$ cat config.mk
export PLATFORM = sky130hd
export DESIGN_NAME = tpa_ctrl
export DESIGN_NICKNAME = d
export VERILOG_FILES = /design/src/sv/three_point_angle_top_macros.svh /design/src/sv/tpa_pkg.sv /design/src/sv/tpa_ctrl.sv
export SDC_FILE = /design/constraint.sdc
export NUM_CORES = 1
export LEC_CHECK = 0
export ABC_AREA = 1
export BUFFER_PORTS_ARGS = -buffer_cell sky130_fd_sc_hd__buf_2
export CAP_MARGIN = 20
export CORE_ASPECT_RATIO = 0.7
export CORE_MARGIN = 4
export CORE_UTILIZATION = 52
export CTS_CLUSTER_DIAMETER = 40
export DETAILED_ROUTE_END_ITERATION = 6
export GPL_TIMING_DRIVEN = 1
export PLACE_DENSITY = 0.84
export SYNTH_ARGS = -nofsm -noshare
export SYNTH_HDL_FRONTEND = slang
export SYNTH_SLANG_ARGS = --single-unit
$ cat constraint.sdc
create_clock -name clk -period 1.8 [get_ports clk]
set_input_delay 0.27 -clock clk [delete_from_list [all_inputs] [get_ports clk]]
set_output_delay 0.27 -clock clk [all_outputs]
set_load 0.02 [all_outputs]
$ cat src/sv/three_point_angle_top_macros.svh
// assertion macros for the three point angle block
`ifndef THREE_POINT_ANGLE_TOP_MACROS_SVH
`define THREE_POINT_ANGLE_TOP_MACROS_SVH
`ifndef SYNTHESIS
`define TPA_ASSERT_IMP(lbl, ante, cons) \
	lbl: assert property (@(posedge clk) disable iff (!arst_n) (ante) |-> (cons)) \
		else $error("tpa check failed");
`define TPA_ASSERT_NXT(lbl, ante, cons) \
	lbl: assert property (@(posedge clk) disable iff (!arst_n) (ante) |=> (cons)) \
		else $error("tpa check failed");
`else
`define TPA_ASSERT_IMP(lbl, ante, cons)
`define TPA_ASSERT_NXT(lbl, ante, cons)
`endif
`endif

$ cat src/sv/tpa_pkg.sv
`default_nettype none
package tpa_pkg;
	localparam int POINT_COUNT_DEF = 1024;
	localparam int IDX_W = 10;
	localparam int COORD_W = 24;
	localparam int DIFF_W = 25;
	localparam int ACC_W = 52;
	localparam int MUL_W = 33;
	localparam int PROD_W = 66;
	localparam int SQ_W = 64;
	localparam int COR_W = 28;
	localparam int Z_W = 18;
	localparam int ANG_W = 16;
	localparam int C_W = 17;
	localparam int Q_W = 16;
	localparam int TAB_W = 14;
	localparam int CNT_W = 5;

	typedef enum logic [1:0] {PT_FIRST, PT_VERTEX, PT_THIRD} pt_sel_t;
	typedef enum logic [1:0] {SQ_SA, SQ_SB, SQ_SIN} sq_src_t;
	typedef enum logic [3:0] {
		MS_AX, MS_AY, MS_AZ, MS_BX, MS_BY, MS_BZ, MS_DX, MS_DY, MS_DZ, MS_DEN, MS_CSQ
	} mul_sel_t;

	typedef struct packed {
		logic      take;
		logic      wr;
		pt_sel_t   rd_sel;
		logic      cap_en;
		pt_sel_t   cap_sel;
		logic      diff;
		logic      mul_go;
		mul_sel_t  mul_sel;
		logic      sq_load;
		sq_src_t   sq_src;
		logic      sq_step;
		logic      st_ma;
		logic      st_mb;
		logic      div_load;
		logic      div_step;
		logic      cor_load;
		logic      cor_step;
		logic [3:0] step;
		logic      out_load;
	} cmd_t;

	typedef struct packed {
		logic degen;
		logic res_valid;
	} sts_t;

	function automatic logic [TAB_W-1:0] atan_val(input logic [3:0] i);
		logic [TAB_W-1:0] v;
		case (i)
			4'd0: v = 14'd8192;
			4'd1: v = 14'd4836;
			4'd2: v = 14'd2555;
			4'd3: v = 14'd1297;
			4'd4: v = 14'd651;
			4'd5: v = 14'd326;
			4'd6: v = 14'd163;
			4'd7: v = 14'd81;
			4'd8: v = 14'd41;
			4'd9: v = 14'd20;
			4'd10: v = 14'd10;
			4'd11: v = 14'd5;
			4'd12: v = 14'd3;
			4'd13: v = 14'd1;
			4'd14: v = 14'd1;
			default: v = 14'd0;
		endcase
		return v;
	endfunction
endpackage
`default_nettype wire

$ cat src/sv/tpa_ctrl.sv
`default_nettype none
module tpa_ctrl (
	input  wire logic          clk,
	input  wire logic          arst_n,
	input  wire logic          req_valid,
	input  wire logic          req_type,
	input  wire logic          res_ready,
	input  tpa_pkg::sts_t      sts,
	output logic               req_ready,
	output tpa_pkg::cmd_t      cmd
);
	typedef enum logic [4:0] {
		ST_IDLE, ST_RD0, ST_RD1, ST_RD2, ST_RD3, ST_DIFF, ST_MUL, ST_CHK,
		ST_SQA, ST_SQB_LD, ST_SQB, ST_MD0, ST_MD1, ST_MD2, ST_DV_LD, ST_DV,
		ST_CC, ST_CC2, ST_SQS_LD, ST_SQS, ST_CR_LD, ST_CR, ST_FIN
	} state_t;

	state_t state_q;
	logic [tpa_pkg::CNT_W-1:0] cnt_q;
	logic last32, last16;

	assign last32 = (cnt_q == 5'd31);
	assign last16 = (cnt_q == 5'd15);
	assign req_ready = (state_q == ST_IDLE);

	always_comb begin
		cmd = '0;
		cmd.rd_sel = tpa_pkg::PT_FIRST;
		cmd.cap_sel = tpa_pkg::PT_FIRST;
		cmd.sq_src = tpa_pkg::SQ_SA;
		cmd.mul_sel = tpa_pkg::MS_AX;
		cmd.step = cnt_q[3:0];
		case (state_q)
			ST_IDLE: begin
				cmd.take = req_valid;
				cmd.wr = req_valid && !req_type;
			end
			ST_RD0: cmd.rd_sel = tpa_pkg::PT_FIRST;
			ST_RD1: begin
				cmd.rd_sel = tpa_pkg::PT_VERTEX;
				cmd.cap_en = 1'b1;
				cmd.cap_sel = tpa_pkg::PT_FIRST;
			end
			ST_RD2: begin
				cmd.rd_sel = tpa_pkg::PT_THIRD;
				cmd.cap_en = 1'b1;
				cmd.cap_sel = tpa_pkg::PT_VERTEX;
			end
			ST_RD3: begin
				cmd.cap_en = 1'b1;
				cmd.cap_sel = tpa_pkg::PT_THIRD;
			end
			ST_DIFF: cmd.diff = 1'b1;
			ST_MUL: begin
				cmd.mul_go = (cnt_q < 5'd9);
				cmd.mul_sel = tpa_pkg::mul_sel_t'(cnt_q[3:0]);
			end
			ST_CHK: begin
				cmd.sq_load = !sts.degen;
				cmd.sq_src = tpa_pkg::SQ_SA;
			end
			ST_SQA, ST_SQB, ST_SQS: cmd.sq_step = 1'b1;
			ST_SQB_LD: begin
				cmd.st_ma = 1'b1;
				cmd.sq_load = 1'b1;
				cmd.sq_src = tpa_pkg::SQ_SB;
			end
			ST_MD0: cmd.st_mb = 1'b1;
			ST_MD1: begin
				cmd.mul_go = 1'b1;
				cmd.mul_sel = tpa_pkg::MS_DEN;
			end
			ST_DV_LD: cmd.div_load = 1'b1;
			ST_DV: cmd.div_step = 1'b1;
			ST_CC: begin
				cmd.mul_go = 1'b1;
				cmd.mul_sel = tpa_pkg::MS_CSQ;
			end
			ST_SQS_LD: begin
				cmd.sq_load = 1'b1;
				cmd.sq_src = tpa_pkg::SQ_SIN;
			end
			ST_CR_LD: cmd.cor_load = 1'b1;
			ST_CR: cmd.cor_step = 1'b1;
			ST_FIN: cmd.out_load = !sts.res_valid || res_ready;
			default: ;
		endcase
	end

	always_ff @(posedge clk or negedge arst_n) begin
		if (!arst_n) begin
			state_q <= ST_IDLE;
			cnt_q <= '0;
		end else begin
			case (state_q)
				ST_IDLE: if (req_valid && req_type) state_q <= ST_RD0;
				ST_RD0: state_q <= ST_RD1;
				ST_RD1: state_q <= ST_RD2;
				ST_RD2: state_q <= ST_RD3;
				ST_RD3: state_q <= ST_DIFF;
				ST_DIFF: begin
					state_q <= ST_MUL;
					cnt_q <= '0;
				end
				ST_MUL: begin
					if (cnt_q == 5'd9) state_q <= ST_CHK;
					cnt_q <= cnt_q + 5'd1;
				end
				ST_CHK: begin
					state_q <= sts.degen ? ST_FIN : ST_SQA;
					cnt_q <= '0;
				end
				ST_SQA: begin
					if (last32) state_q <= ST_SQB_LD;
					cnt_q <= cnt_q + 5'd1;
				end
				ST_SQB_LD: state_q <= ST_SQB;
				ST_SQB: begin
					if (last32) state_q <= ST_MD0;
					cnt_q <= cnt_q + 5'd1;
				end
				ST_MD0: state_q <= ST_MD1;
				ST_MD1: state_q <= ST_MD2;
				ST_MD2: state_q <= ST_DV_LD;
				ST_DV_LD: begin
					state_q <= ST_DV;
					cnt_q <= '0;
				end
				ST_DV: begin
					if (last16) state_q <= ST_CC;
					cnt_q <= cnt_q + 5'd1;
				end
				ST_CC: state_q <= ST_CC2;
				ST_CC2: state_q <= ST_SQS_LD;
				ST_SQS_LD: begin
					state_q <= ST_SQS;
					cnt_q <= '0;
				end
				ST_SQS: begin
					if (last32) state_q <= ST_CR_LD;
					cnt_q <= cnt_q + 5'd1;
				end
				ST_CR_LD: begin
					state_q <= ST_CR;
					cnt_q <= '0;
				end
				ST_CR: begin
					if (last16) state_q <= ST_FIN;
					cnt_q <= cnt_q + 5'd1;
				end
				ST_FIN: if (!sts.res_valid || res_ready) state_q <= ST_IDLE;
				default: state_q <= ST_IDLE;
			endcase
		end
	end
endmodule
`default_nettype wire

==> run_results.csv, run 1 <==
group,metric,value,unit
outcome,outcome,"finished with violations",
outcome,violations,"negative setup slack",
synthesis,netlist_instances,203,
hold_path,hold_class,"in2async",
finish,nFillCells,134,
placement,dp_hpwl,2.83,mm
critical_path,startpoint_type,"register",
finish,fin_nets,267,
power_and_ir_drop,ir_drop,0.888,mV
sta,worst_slew_pin_slew,0.322,ns
floorplanning,initial_core_util,57.2,%
sta,fin_setup_tns,-0.103,ns
synthesis,seq_area_frac_synth,19.5,%
global_routing,globalRouteTotalUtil,23.9,%
clocking,htreeDepth,1,
sta,fin_crit,1.86,ns
detailed_routing,drt-wirelength-per-cell,15.3,um
power_and_ir_drop,p_leak,0.00109,uW
sta,grt_setup_unrepaired,"yes",
synthesis,syn-cell-area,1280,um^2
clocking,cts_sinks,10,
synthesis,postSynthAreaPerCell,6.32,um^2
flow_run,drv_cap,0,
global_routing,grt.overflow.total,0,
finish,n_antenna_cell,0,
detailed_routing,drc,0,
detailed_routing,wl,4.39,mm
synthesis,synth_ff_type,"dfrtp_1",
synthesis,yosys-top-cells-area,"dfrtp_1 (20%), nand2_1 (16%), nand3_1 (11%), inv_1 (8.5%), nor2_1 (6.4%)",
sta,fin_worst_skew,0.000222,ns
global_routing,grt_pass1_vias,1341,
sta,max-slew-margin-rel,78.4,%
detailed_routing,vias,1619,
floorplanning,die_h,49.6,um
clocking,cts_buffer_depth,2,
detailed_routing,drt_iter0_markers,248,
finish,regArea,255,um^2
floorplanning,die-width,67.4,um
detailed_routing,drtAntennaViolNets,0,
finish,layout-drive-gt1-share,49.0,%
floorplanning,core,2240,um^2
synthesis,yosysWarnings,0,
synthesis,async_flop_share,100,%
sta,finalHoldViolCount,0,
sta,setup_slack,-0.0592,ns
power_and_ir_drop,power_density,1490,nW/um^2
synthesis,synth_nets,214,
finish,area_delta_synth_final,42.2,%
placement,globalplace.congestion,0.987,
sta,max_freq,0.538,GHz
synthesis,synth-seq-cells,10,
clocking,cts.clk_slew.worst_paths,0.06,ns
floorplanning,die-area,3340,um^2
finish,multi_input_area,972,um^2
critical_path,critPathCaptureType,"output port",
finish,utilization,81.4,%
global_routing,antenna_found_initial,0,
finish,final_cell_mix,"nand2_1 (45), buf_2 (27), nand3_1 (25), buf_4 (25), inv_1 (21)",
sta,slew_viol_final,0,
sta,finalSetupViolCount,3,
clocking,insertion_delay,0.26,ns
floorplanning,num_rows,14,
detailed_routing,first_pass_iters,6,
synthesis,synth.top_cell.area_share,19.5,%
detailed_routing,viasPerCell,5.64,
synthesis,yosysTopAreaCell,"dfrtp_1",
clocking,cts_inserted_buffers,3,
synthesis,ys_types,27,
global_routing,grt_max_degree,11,
clocking,root_buffer,"clkbuf_4",
floorplanning,pin_count,36,
critical_path,path_max_fanout,6,
sta,final.period_utilization,103,%
critical_path,critPathKind,"reg2out",
clocking,cts_tree,"built",
finish,final_common_cell,"nand2_1",
critical_path,required,1.53,ns
critical_path,cp.arrival,1.59,ns
placement,port_buffers,35,
synthesis,synth-edff-count,0,
global_routing,grt_pass1_wl,6.12,mm
Yosys cell counts, types with 4 or more instances:
cell type and instances:
nor2_1 22, nor2_2 6, nand3_2 5, nand2_2 4, inv_2 4, ha_1 4, nand4_1 5, dfrtp_1 10
nand3_1 29, nand2_1 53, inv_1 29, buf_4 7
final timing paths:
check                      startpoint    endpoint  slack, ns  cells past startpoint
min in group clk               sts[1]  state_q[4]       0.48                      5
min                            arst_n  state_q[4]       0.40                      2
max reg2reg                  cnt_q[0]  state_q[4]       0.03                     12
max in group asynchronous      arst_n  state_q[2]       1.20                      2
min reg2reg                state_q[3]  state_q[3]       0.60                      2
max                        state_q[2]     cmd[23]      -0.06                      6
stage by stage:
step	worst slack (ns)	std cells	total power (uW)	hold slack [ns]	instance area, um^2
final	-0.0592	287	2720	0.398	1820
after global routing	-0.118	287	2890	0.415	1820
after CTS	-0.0103	278	2330	0.387	1630
after detailed placement	0.0695	266	1910	0.140	1460
after global placement	0.116	266	1900	0.139	1460
after floorplan	0.0514	203	1560	-0.0256	1290
critical path, stage by stage (launching register included):
cell and delay (ns):
dfrtp_2 0.49, inv_4 0.13, nor2_8 0.06, nand3_2 0.08, inv_2 0.05, or3_4 0.38
buf_6 0.14
cells by family (layout without fill, tap and decap cells):
family / after synthesis / count (layout) / synth area share (%)
simple gates: 136 / 137 / 55.1
buf+inv: 44 / 95 / 16.8
flops: 10 / 10 / 19.5
compound gates: 8 / 8 / 4.00
fa+ha+maj: 4 / 4 / 3.90
xor+xnor: 1 / 1 / 0.683
cell type report:
cell class	count	area share (%)
well taps	32	2.19
clock buffers	4	1.99
multi-input cells	150	53.3
flip-flops and latches	10	14.0
repair buffers	58	21.3
inverters	33	7.20
flip-flops by register name (all words and copies together) (netlist names):
signal and count:
cnt_q 5, state_q 5
power breakdown:
part           total (uW)  switching [uW]  internal, uW
registers             455             150           305
clock network         194            71.1           123
logic                2070            1290           784
what timing repair did:
item | CTS | global route
setup endpoints to repair | 17 | 25
hold buffers | 1 | 0
endpoints found under the hold margin | 10 | 0
gates resized for setup | 26 | 39
pin swaps | 7 | 8
setup buffers | 8 | 8
cloned | 0 | 1
routing by layer:
layer / up-vias / track usage, % / wire (um)
li1: 749 / - / -
met1: 717 / 35.7 / 1680
met2: 131 / 35.6 / 2030
met3: 22 / 4.09 / 572
met4: 0 / 5.05 / 105
met5: - / 0 / 0
(Power assumes the default switching activity.)
==> run 2, diff against run 1 <==
Settings changed: PLACE_DENSITY 0.84 to 0.79.
==> run_results.csv, run 2 (synthesis results as in run 1) <==
group,metric,value,unit
sta,grt_setup_unrepaired,"yes",
finish,layout-drive-gt1-share,55.4,%
sta,setup_slack,-0.194,ns
sta,fin_setup_tns,-2.62,ns
clocking,cts_inserted_buffers,3,
finish,final_common_cell,"nand2_1",
sta,worst_slew_pin_slew,0.437,ns
hold_path,hold_class,"in2async",
finish,final_cell_mix,"nand2_1 (43), buf_4 (36), nand3_1 (24)",
detailed_routing,drt-wirelength-per-cell,23.5,um
global_routing,grt_pass1_wl,6.33,mm
power_and_ir_drop,power_density,1590,nW/um^2
global_routing,grt_pass1_vias,1338,
clocking,cts_sinks,10,
detailed_routing,first_pass_iters,7,
floorplanning,num_rows,14,
power_and_ir_drop,ir_drop,0.851,mV
sta,fin_crit,1.99,ns
clocking,cts_buffer_depth,2,
floorplanning,core,2240,um^2
flow_run,drv_cap,0,
placement,placed_area,1480,um^2
global_routing,antenna_found_initial,0,
clocking,cts_tree,"built",
placement,globalplace.congestion,1.00,
detailed_routing,wl,7.03,mm
sta,finalSetupViolCount,27,
placement,dp_slack,0.0655,ns
sta,max-slew-margin-rel,70.7,%
critical_path,cp.arrival,1.72,ns
detailed_routing,drtAntennaViolNets,0,
finish,fin_nets,279,
detailed_routing,drt_iter0_markers,386,
critical_path,startpoint_type,"register",
detailed_routing,vias,2019,
floorplanning,initial_core_util,57.2,%
finish,reg_top3,"cnt_q x5, state_q x5",
critical_path,critPathKind,"reg2out",
power_and_ir_drop,p_leak,0.00115,uW
global_routing,grt.overflow.total,0,
power_and_ir_drop,total_power,3170,uW
placement,dp_hpwl,2.87,mm
outcome,outcome,"finished with violations",
clocking,root_buffer,"clkbuf_4",
critical_path,required,1.53,ns
global_routing,grt_max_degree,16,
placement,port_buffers,35,
critical_path,critPathCaptureType,"output port",
finish,stdcell_area,1990,um^2
sta,max_freq,0.501,GHz
sta,hold_ws,0.370,ns
clocking,htreeDepth,1,
floorplanning,die_h,49.6,um
detailed_routing,drc,78,
global_routing,globalRouteTotalUtil,24.4,%
clocking,insertion_delay,0.28,ns
outcome,violations,"design-rule violations, negative setup slack",
floorplanning,die-width,67.4,um
sta,slew_viol_final,0,
floorplanning,die-area,3340,um^2
floorplanning,pin_count,36,
clocking,cts.clk_slew.worst_paths,0.08,ns
sta,final.period_utilization,111,%
finish,area_delta_synth_final,55.4,%
sta,finalHoldViolCount,0,
critical_path,path_max_fanout,6,
detailed_routing,viasPerCell,6.75,
sta,fin_worst_skew,0.0108,ns
finish,n_antenna_cell,0,
==> run 2: changes by cell type in the layout (fill, tap and decap cells not counted), moves of 3 or more <==
cell / change
buf_2: -4
ha_2: +3
ha_1: -3
buf_6: +5
nand2_2: +3
buf_4: +11
==> run 2: layer usage <==
metal  share of wire (%)  wire, um  GRT usage (%)  vias up
met5                   0         0              0        -
met4                  12       811           6.73        0
met3                  14      1010           4.55      116
met2                  41      2890           36.4      268
met1                  33      2320           35.6      864
li1                    -         -              -      771
==> run 2: worst max-delay path: stages (launching register included) <==
cell and delay (ns):
dfrtp_2 0.50, inv_4 0.13, nand2_1 0.13, nor2_1 0.29, nand2_2 0.13, inv_1 0.11, buf_2 0.17
==> run 2: final cells by class <==
type | instances | area [um^2]
Clock buffer | 4 | 36.3
Inverter | 33 | 131
Tap cell | 32 | 40.0
Timing Repair Buffer | 71 | 528
Multi-Input combinational cell | 149 | 1000
Fill cell | 107 | 249
Sequential cell | 10 | 255
==> run 2: path summary, 6_finish.rpt <==
kind                            cells past startpoint  slack, ns       start          to
worst min register to register                      3       0.66    cnt_q[3]    cnt_q[3]
max in group asynchronous                           2       1.20      arst_n  state_q[2]
min in group clk                                    5       0.46      sts[1]  state_q[4]
worst max-delay path                                6      -0.19  state_q[1]     cmd[20]
worst max register to register                     11      -0.19    cnt_q[0]  state_q[1]
worst min-delay path                                2       0.37      arst_n    cnt_q[2]
==> run 2: timing repair <==
item / 4_1_cts / 5_1_grt
pin swaps: 4 / 17
setup buffers: 8 / 18
endpoints found under the hold margin: 10 / 0
setup endpoints to repair: 21 / 23
hold buffers: 1 / 0
gates resized for setup: 22 / 67
==> run 2: metrics by stage <==
step                      utilization, %  instances
after floorplan                        -        203
after global placement              66.0        268
after detailed placement            66.0        268
after CTS                           73.7        281
after global routing                88.9        299
final                               88.9        299
==> run 2: power by group <==
group / total, uW / internal, uW / switching [uW] / leakage, uW
Sequential: 456 / 305 / 152 / 0.000127
Clock: 221 / 123 / 97.4 / 0.0000210
Combinational: 2490 / 918 / 1580 / 0.00100
Total: 3170 / 1350 / 1830 / 0.00115
